--- src/hdl/pms_pkg.sv ---
// Shared types and constants for the polarity misfit scorer.
package pms_pkg;

  localparam int TERMS      = 6;
  localparam int COEF_W     = 32;
  localparam int WEIGHT_W   = 16;
  localparam int IDX_W      = 8;
  localparam int SCORE_W    = 32;
  localparam int MIS_W      = 24;
  localparam int QUO_W      = 32;
  localparam int STEP_W     = $clog2(QUO_W);
  localparam int NUM_OBS_W  = 9;
  localparam int PROD_W     = 2 * COEF_W;
  localparam int DATA_W     = 32;
  localparam int PADDR_W    = 3;

  localparam logic [SCORE_W-1:0]   ONE_Q29       = 32'd536870912;
  localparam logic [NUM_OBS_W-1:0] NUM_OBS_RESET = 9'd1;
  localparam logic [MIS_W-1:0]     MIS_MAX       = 24'hFFFFFF;

  localparam logic FUNC_LOAD = 1'b0;
  localparam logic FUNC_EVAL = 1'b1;

  localparam logic REG_NUM_OBS = 1'b0;

  typedef logic [TERMS-1:0][COEF_W-1:0] coef_vec_t;

  typedef struct packed {
    logic                     func;
    logic [IDX_W-1:0]         obs_index;
    logic signed [COEF_W-1:0] coef_0;
    logic signed [COEF_W-1:0] coef_1;
    logic signed [COEF_W-1:0] coef_2;
    logic signed [COEF_W-1:0] coef_3;
    logic signed [COEF_W-1:0] coef_4;
    logic signed [COEF_W-1:0] coef_5;
    logic                     obs_polarity;
    logic [WEIGHT_W-1:0]      obs_weight;
  } in_t;

  typedef struct packed {
    logic signed [SCORE_W-1:0] score;
    logic [MIS_W-1:0]          mismatch_weight;
  } out_t;

  typedef struct packed {
    logic                polarity;
    logic [WEIGHT_W-1:0] weight;
    coef_vec_t           coef;
  } row_t;

  typedef struct packed {
    logic                valid;
    logic                miss;
    logic [WEIGHT_W-1:0] weight;
  } lane_res_t;

endpackage

--- src/hdl/pms_div.sv ---
// Serial restoring divider, one quotient bit per cycle.
module pms_div #(
  parameter int SUM_W = 24
) (
  input  logic                      clk,
  input  logic                      rst_n,
  input  logic                      start,
  input  logic [SUM_W-1:0]          num_hi,
  input  logic [pms_pkg::QUO_W-1:0] num_lo,
  input  logic [SUM_W-1:0]          den,
  output logic                      busy,
  output logic [pms_pkg::QUO_W-1:0] quo
);

  localparam int QW = pms_pkg::QUO_W;

  logic [SUM_W-1:0]          rem_r, rem_nxt;
  logic [SUM_W-1:0]          den_r;
  logic [QW-1:0]             quo_r, quo_nxt;
  logic [pms_pkg::STEP_W-1:0] step_r;
  logic                      busy_r;
  logic [SUM_W:0]            trial;
  logic [SUM_W:0]            diff;
  logic                      ge;

  assign trial = {rem_r, quo_r[QW-1]};
  assign diff  = trial - {1'b0, den_r};
  assign ge    = trial >= {1'b0, den_r};

  always_comb begin
    rem_nxt = ge ? diff[SUM_W-1:0] : trial[SUM_W-1:0];
    quo_nxt = {quo_r[QW-2:0], ge};
  end

  always_ff @(posedge clk) begin
    if (start) begin
      rem_r <= num_hi;
      quo_r <= num_lo;
      den_r <= den;
    end else if (busy_r) begin
      rem_r <= rem_nxt;
      quo_r <= quo_nxt;
    end
  end

  always_ff @(posedge clk) begin
    if (!rst_n) begin
      busy_r <= 1'b0;
      step_r <= '0;
    end else if (start) begin
      busy_r <= 1'b1;
      step_r <= '0;
    end else if (busy_r) begin
      step_r <= step_r + 1'b1;
      if (step_r == pms_pkg::STEP_W'(QW - 1)) begin
        busy_r <= 1'b0;
      end
    end
  end

  assign busy = busy_r;
  assign quo  = quo_r;

endmodule

--- config.mk ---
export PLATFORM = sky130hd
export DESIGN_NAME = pms_div
export DESIGN_NICKNAME = d
export VERILOG_FILES = /design/src/hdl/pms_pkg.sv /design/src/hdl/pms_div.sv
export SDC_FILE = /design/constraint.sdc
export NUM_CORES = 1
export LEC_CHECK = 0
export BUFFER_PORTS_ARGS = -buffer_cell sky130_fd_sc_hd__buf_2
export CELL_PAD_IN_SITES_DETAIL_PLACEMENT = 1
export CELL_PAD_IN_SITES_GLOBAL_PLACEMENT = 2
export CORE_MARGIN = 10
export CORE_UTILIZATION = 38
export CTS_CLUSTER_DIAMETER = 80
export DETAILED_ROUTE_END_ITERATION = 10
export PLACE_DENSITY = 0.84
export SLEW_MARGIN = 20
export SYNTH_ARGS = -nofsm -noshare
export SYNTH_HDL_FRONTEND = slang
export SYNTH_SLANG_ARGS = --single-unit
--- constraint.sdc ---
create_clock -name clk -period 5 [get_ports clk]
set_clock_uncertainty 0.1 [all_clocks]
set_input_delay 0.25 -clock clk [delete_from_list [all_inputs] [get_ports clk]]
set_output_delay 0.25 -clock clk [all_outputs]
set_load 0.05 [all_outputs]
; ---- Yosys cells after proc, flatten, opt, wreduce, memory -nomap -nowiden
; Index checks and enable logic that the tools add are counted.
; Widths: inputs -> output; s select.
[op_classes]
n_div = 0
eq_ne = 1
mux = 8
bitwise_logic = 1
addsub = 2
multipliers = 0
n_reduce_logical = 2
shift = 0
order_cmp = 1
[op_table]
columns = operator, count
row1 = $mux 24, 3
row2 = $mux 32, 2
row3 = $ge 25x24->1, 1
row4 = $sub 24x24->24, 1
row5 = $add 5x1->5 const B, 1
row6 = $eq 5x5->1 const B, 1
row7 = $mux 1, 3
row8 = $reduce_bool 2->1, 1
row9 = $reduce_or 2->1, 1
row10 = $not 1->1, 1
[word_totals]
romBits = 0
n_memories = 0
latch_bits = 0
ram_bits = 0
regBits = 86

; ---- Depth between registers and ports, before layout
[depth]
ltp_word = 4
ltp_mapped = 12
mapped_depth_nobuf = 12

; ---- Least setup slack after synthesis
; Ideal clock, no wire load.
[synth_path]
kind = register to register
from = reg quo_r[31] (netlist: quo[31])
to = reg rem_r[16], data pin
n_path_buf = 0
arrival_time_ns = 2.840
path_stages_with_launch = 13
path_slack_ns = 1.790
setup_ns = 0.269
cell_sequence = edfxtp_1 -> inv_1 -> ha_1 -> inv_1 -> fa_1 -> a21o_1 -> a221o_1 -> a311oi_1 -> or2_1 -> o2111ai_1 -> a21oi_1 -> xor2_1 -> o31ai_1
[synth_between]
elab_chain_cells = 4
word_cells_on_any_way = 5
cone_classes = add/sub: 1 / order compare: 1 / mux: 3
[synth_lines]
columns = item, line
row1 = from (decl), pms_div.sv:19  ; logic [QW-1:0] quo_r, quo_nxt;
row2 = from (signal assigned), pms_div.sv:38  ; quo_r <= num_lo;
row3 = from (signal assigned), pms_div.sv:42  ; quo_r <= quo_nxt;
row4 = $sub 24x24->24 or $ge 25x24->1 (tied branches), "pms_div.sv:27, pms_div.sv:28"
row5 = $mux 24 (*), pms_div.sv:31  ; rem_nxt = ge ? diff[SUM_W-1:0] : trial[SUM_W-1:0];
row6 = $mux 24 (*), pms_div.sv:40  ; end else if (busy_r) begin
row7 = $mux 24 (*), pms_div.sv:36  ; if (start) begin
row8 = to (signal assigned), pms_div.sv:37  ; rem_r <= num_hi;
row9 = to (signal assigned), pms_div.sv:41  ; rem_r <= rem_nxt;
row10 = to (decl), pms_div.sv:17  ; logic [SUM_W-1:0] rem_r, rem_nxt;
; Mark *: on every way between the ends. The rest lies on a longest branch, timed or not. The select of a mux whose other input is x is not followed.
; A chain may end at the register's enable or synchronous reset.

; ---- Worst setup path in the final report
[layout_path]
from = reg rem_r[0]
to = reg rem_r[19], data pin
[layout_between]
elab_chain_cells = 4
word_cells_on_any_way = 5
cone_classes = add/sub: 1 / order compare: 1 / mux: 3
[layout_lines]
columns = item, line
row1 = $sub 24x24->24 or $ge 25x24->1 (tied branches), "pms_div.sv:27, pms_div.sv:28"
row2 = $mux 24 (*), pms_div.sv:31
row3 = $mux 24 (*), pms_div.sv:40
row4 = $mux 24 (*), pms_div.sv:36
; Marks and branches as above.

==> results.sh <==
export IMPL_async_flop_share_pct=0
export IMPL_cts_root_buffer="clkbuf_16"
export IMPL_relSlewSlack_pct=30.5
export IMPL_syn_mean_instance_area_um2=11.6
export IMPL_place_congestion=0.787
export IMPL_drt_wirelength_per_cell_um=18.7
export IMPL_min_period_over_period_pct=70.3
export IMPL_worstPathArrival_ps=3520
export IMPL_synth_edf_count=80
export IMPL_start_util_pct=38.4
export IMPL_cts_setup_buffers=0
export IMPL_start_kind="flop"
export IMPL_period_needed_ps=3510
export IMPL_syn_nets=543
export IMPL_hpwl_um=10200
export IMPL_clockPowerShare_pct=22.9
export IMPL_ios=116
export IMPL_grt_use_total_pct=15.8
export IMPL_postCtsHoldBufs=24
export IMPL_grt_pass1_wl_um=22900
export IMPL_path_clk_slew_ps=60
export IMPL_fin_setup_tns_ps=0
export IMPL_dominantRegCellSynth="edfxtp_1"
export IMPL_crit_path_cell_trace="ha_1 -> nor2b_1 -> o2111ai_1 -> a211oi_2 -> o31ai_4 -> a21oi_4 -> o31ai_4 -> buf_4 -> a211oi_1 -> a311o_1"
export IMPL_final_net_count=676
export IMPL_insertion_delay_ps=350
export IMPL_clk_path_buf_depth=2
export IMPL_cp_required_ps=5000
export IMPL_path_buf_inv=1
export IMPL_die_y_um=135
export IMPL_ys_top_cells_by_area="edfxtp_1 48%, mux2_2 6.9%, ha_1 6.5%"
export IMPL_clock_sinks=86
export IMPL_setup_viol=0
export IMPL_syn_area_um2=5040
export IMPL_synth_top_family_by_area="compound AO/OA/AOI/OAI gates"
export IMPL_die_width_um=135
export IMPL_rsz0062_at_grt="no"
export IMPL_dpl_cell_count=707
export IMPL_grt_max_degree=75
export IMPL_cpLargestDelayFamily="compound AO/OA/AOI/OAI gates"
export IMPL_switching_share_pct=37.4
export IMPL_powerDensity_nw_per_um2=431
export IMPL_max_cap_violations=0
export IMPL_combPwrFrac_pct=40.5
export IMPL_instances_no_fill=748
export IMPL_cts_tree="done"
export IMPL_drtIter0Drc=224
export IMPL_cp_max_fo=13
export IMPL_first_pass_iters=4
export IMPL_grt_ovfl_total=0
export IMPL_yosys_area_share_adder_pct=6.85
export IMPL_layout_drive_gt1_share_pct=31.7
export IMPL_irDropWorstVdd_mv=0.237
export IMPL_area_growth_pct=24.6
export IMPL_finalWirelength_um=14000
export IMPL_final_area_um2=6280
export IMPL_drc=0
export IMPL_synth_top_area_share_pct=47.6
export IMPL_yosys_area_share_simple_pct=11.4
export IMPL_antenna_found_initial=2
export IMPL_synth_compound_area_share_pct=16.4
export IMPL_ys_types=57
export IMPL_via_per_inst=5.23
export IMPL_status="complete, no violations"
export IMPL_synth_seq_area_share_pct=50.0
export IMPL_synth_seq_cells=86
export IMPL_tightest_slew_ps=1040
export IMPL_p_sw_uw=1010
export IMPL_dieArea_um2=18300
export IMPL_ys_warn_count=0
export IMPL_leakagePower_uw=0.00259
export IMPL_core_area_um2=13100
export IMPL_p_int_uw=1690
export IMPL_vias=3913
export IMPL_cpPeakStageDelay_ps=580
export IMPL_cp_end_kind="flop"
export IMPL_numCtsBuffers=9
export IMPL_max_freq_mhz=285
export IMPL_crit_slowest_cell="o31ai_4"
export IMPL_yosys_area_top_type="edfxtp_1"
export IMPL_slew_violations=0
export IMPL_crit_top_cell="o31ai_4"
export IMPL_hold_path_class="input port to flop"
export IMPL_cts_max_level=3
export IMPL_netlist_instances=433
export IMPL_antenna_left=0
export IMPL_yosys_area_share_xor_xnor_pct=4.00
export IMPL_synthMuxAreaShare_pct=7.32
export IMPL_finalPower_uw=2710
export IMPL_dpl_instance_area_um2=5770
export IMPL_num_fill_cells=1470
export IMPL_grt_pass1_vias=4413
export IMPL_io_buffer_count=115
export IMPL_cts_repair_resized=0
export IMPL_num_rows=42
export IMPL_worstSetupPathType="flop to flop"
export IMPL_hold_viol=0
export IMPL_p_seq_share_pct=36.6
[worst reg2reg max path, delay by kind of cell, from the launching register on]
family          cells  cell delay (ps)
simple gates        1              150
buf+inv             1              330
compound gates      7             1900
flops               1              450
fa+ha+maj           1              340
[Yosys cell counts (all sizes together) (2+ instances only)]
cell     instances
edfxtp          80
mux2            31
inv             28
nand2           27
ha              26
nor2            21
a21oi           20
nand3           15
o21ai           15
a21o            14
clkbuf          14
xnor2           13
a31oi           11
and2            10
nand4           10
o311ai          10
xor2            10
and3             8
o31ai            8
a211oi           7
nor3             7
buf              6
dfxtp            6
a41oi            4
or3              4
or2              3
a311o            2
mux2i            2
nand2b           2
nor2b            2
o2111ai          2
o211ai           2
o31a             2
[worst paths after layout]
check | depth (start not counted) | slack [ps] | start | end
setup / recovery | 10 | 1490 | rem_r[0] | rem_r[19]
hold / removal | 2 | 80 | rst_n | busy
setup reg to reg | 10 | 1490 | rem_r[0] | rem_r[19]
hold reg to reg | 2 | 420 | step_r[3] | step_r[3]
[logic make-up after synthesis]
group                      count (synthesis)
AOI/OAI and AO/OA                        105
xor gates and xnor gates                  23
adders and majority gates                 27
DFF                                       86
muxes                                     33
and+or+nand+nor                          111
buffers and inverters                     48
[layout by cell type (no fill, tap or decap), drive strengths merged, types with 13 or more instances in the layout]
cell type	n
buf	118
edfxtp	80
mux2	31
inv	29
nand2	27
ha	26
dlygate4sd3	24
nor2	21
a21oi	20
o21ai	15
nand3	15
a21o	14
xnor2	13
[power groups by stage]
stage / logic, uW / clock network (uW) / registers [uW]
final: 1100 / 620 / 992
after global routing: 1210 / 665 / 1010
after CTS: 1110 / 646 / 993
after detailed placement: 1080 / 0 / 1000
after global placement: 1060 / 0 / 1000
after floorplan: 744 / 0 / 1090
[flip-flops by register name, indices dropped and copies added, names as in the netlist]
| name | flops |
|---|---|
| step_r | 5 |
| den_r | 24 |
| quo | 32 |
| rem_r | 24 |
| busy | 1 |
[metal layers]
layer  global-route usage [%]  part of all wire, %
met5                        0                0.093
met4                     5.50                  1.5
met3                     8.16                   11
met2                     25.1                   46
met1                     17.9                   42
[layout make-up]
class | instances | area [um2] | share of cell area, %
Sequential cell | 86 | 2520 | 40.2
Multi-Input combinational cell | 299 | 2330 | 37.0
Timing Repair Buffer | 142 | 841 | 13.4
Clock buffer | 10 | 229 | 3.64
Tap cell | 176 | 220 | 3.51
Inverter | 28 | 105 | 1.67
Clock inverter | 6 | 36.3 | 0.578
Antenna cell | 1 | 2.50 | 0.0398
[through the flow]
step                      util (%)  setup slack, ps  hold slack [ps]
after global placement        44.0             1620              329
after detailed placement      44.0             1490              328
after floorplan                  -             1790              249
after CTS                     47.8             1490             67.2
after global routing          47.8             1310             65.4
final                         47.8             1490             80.4
(Power assumes the default switching activity.)
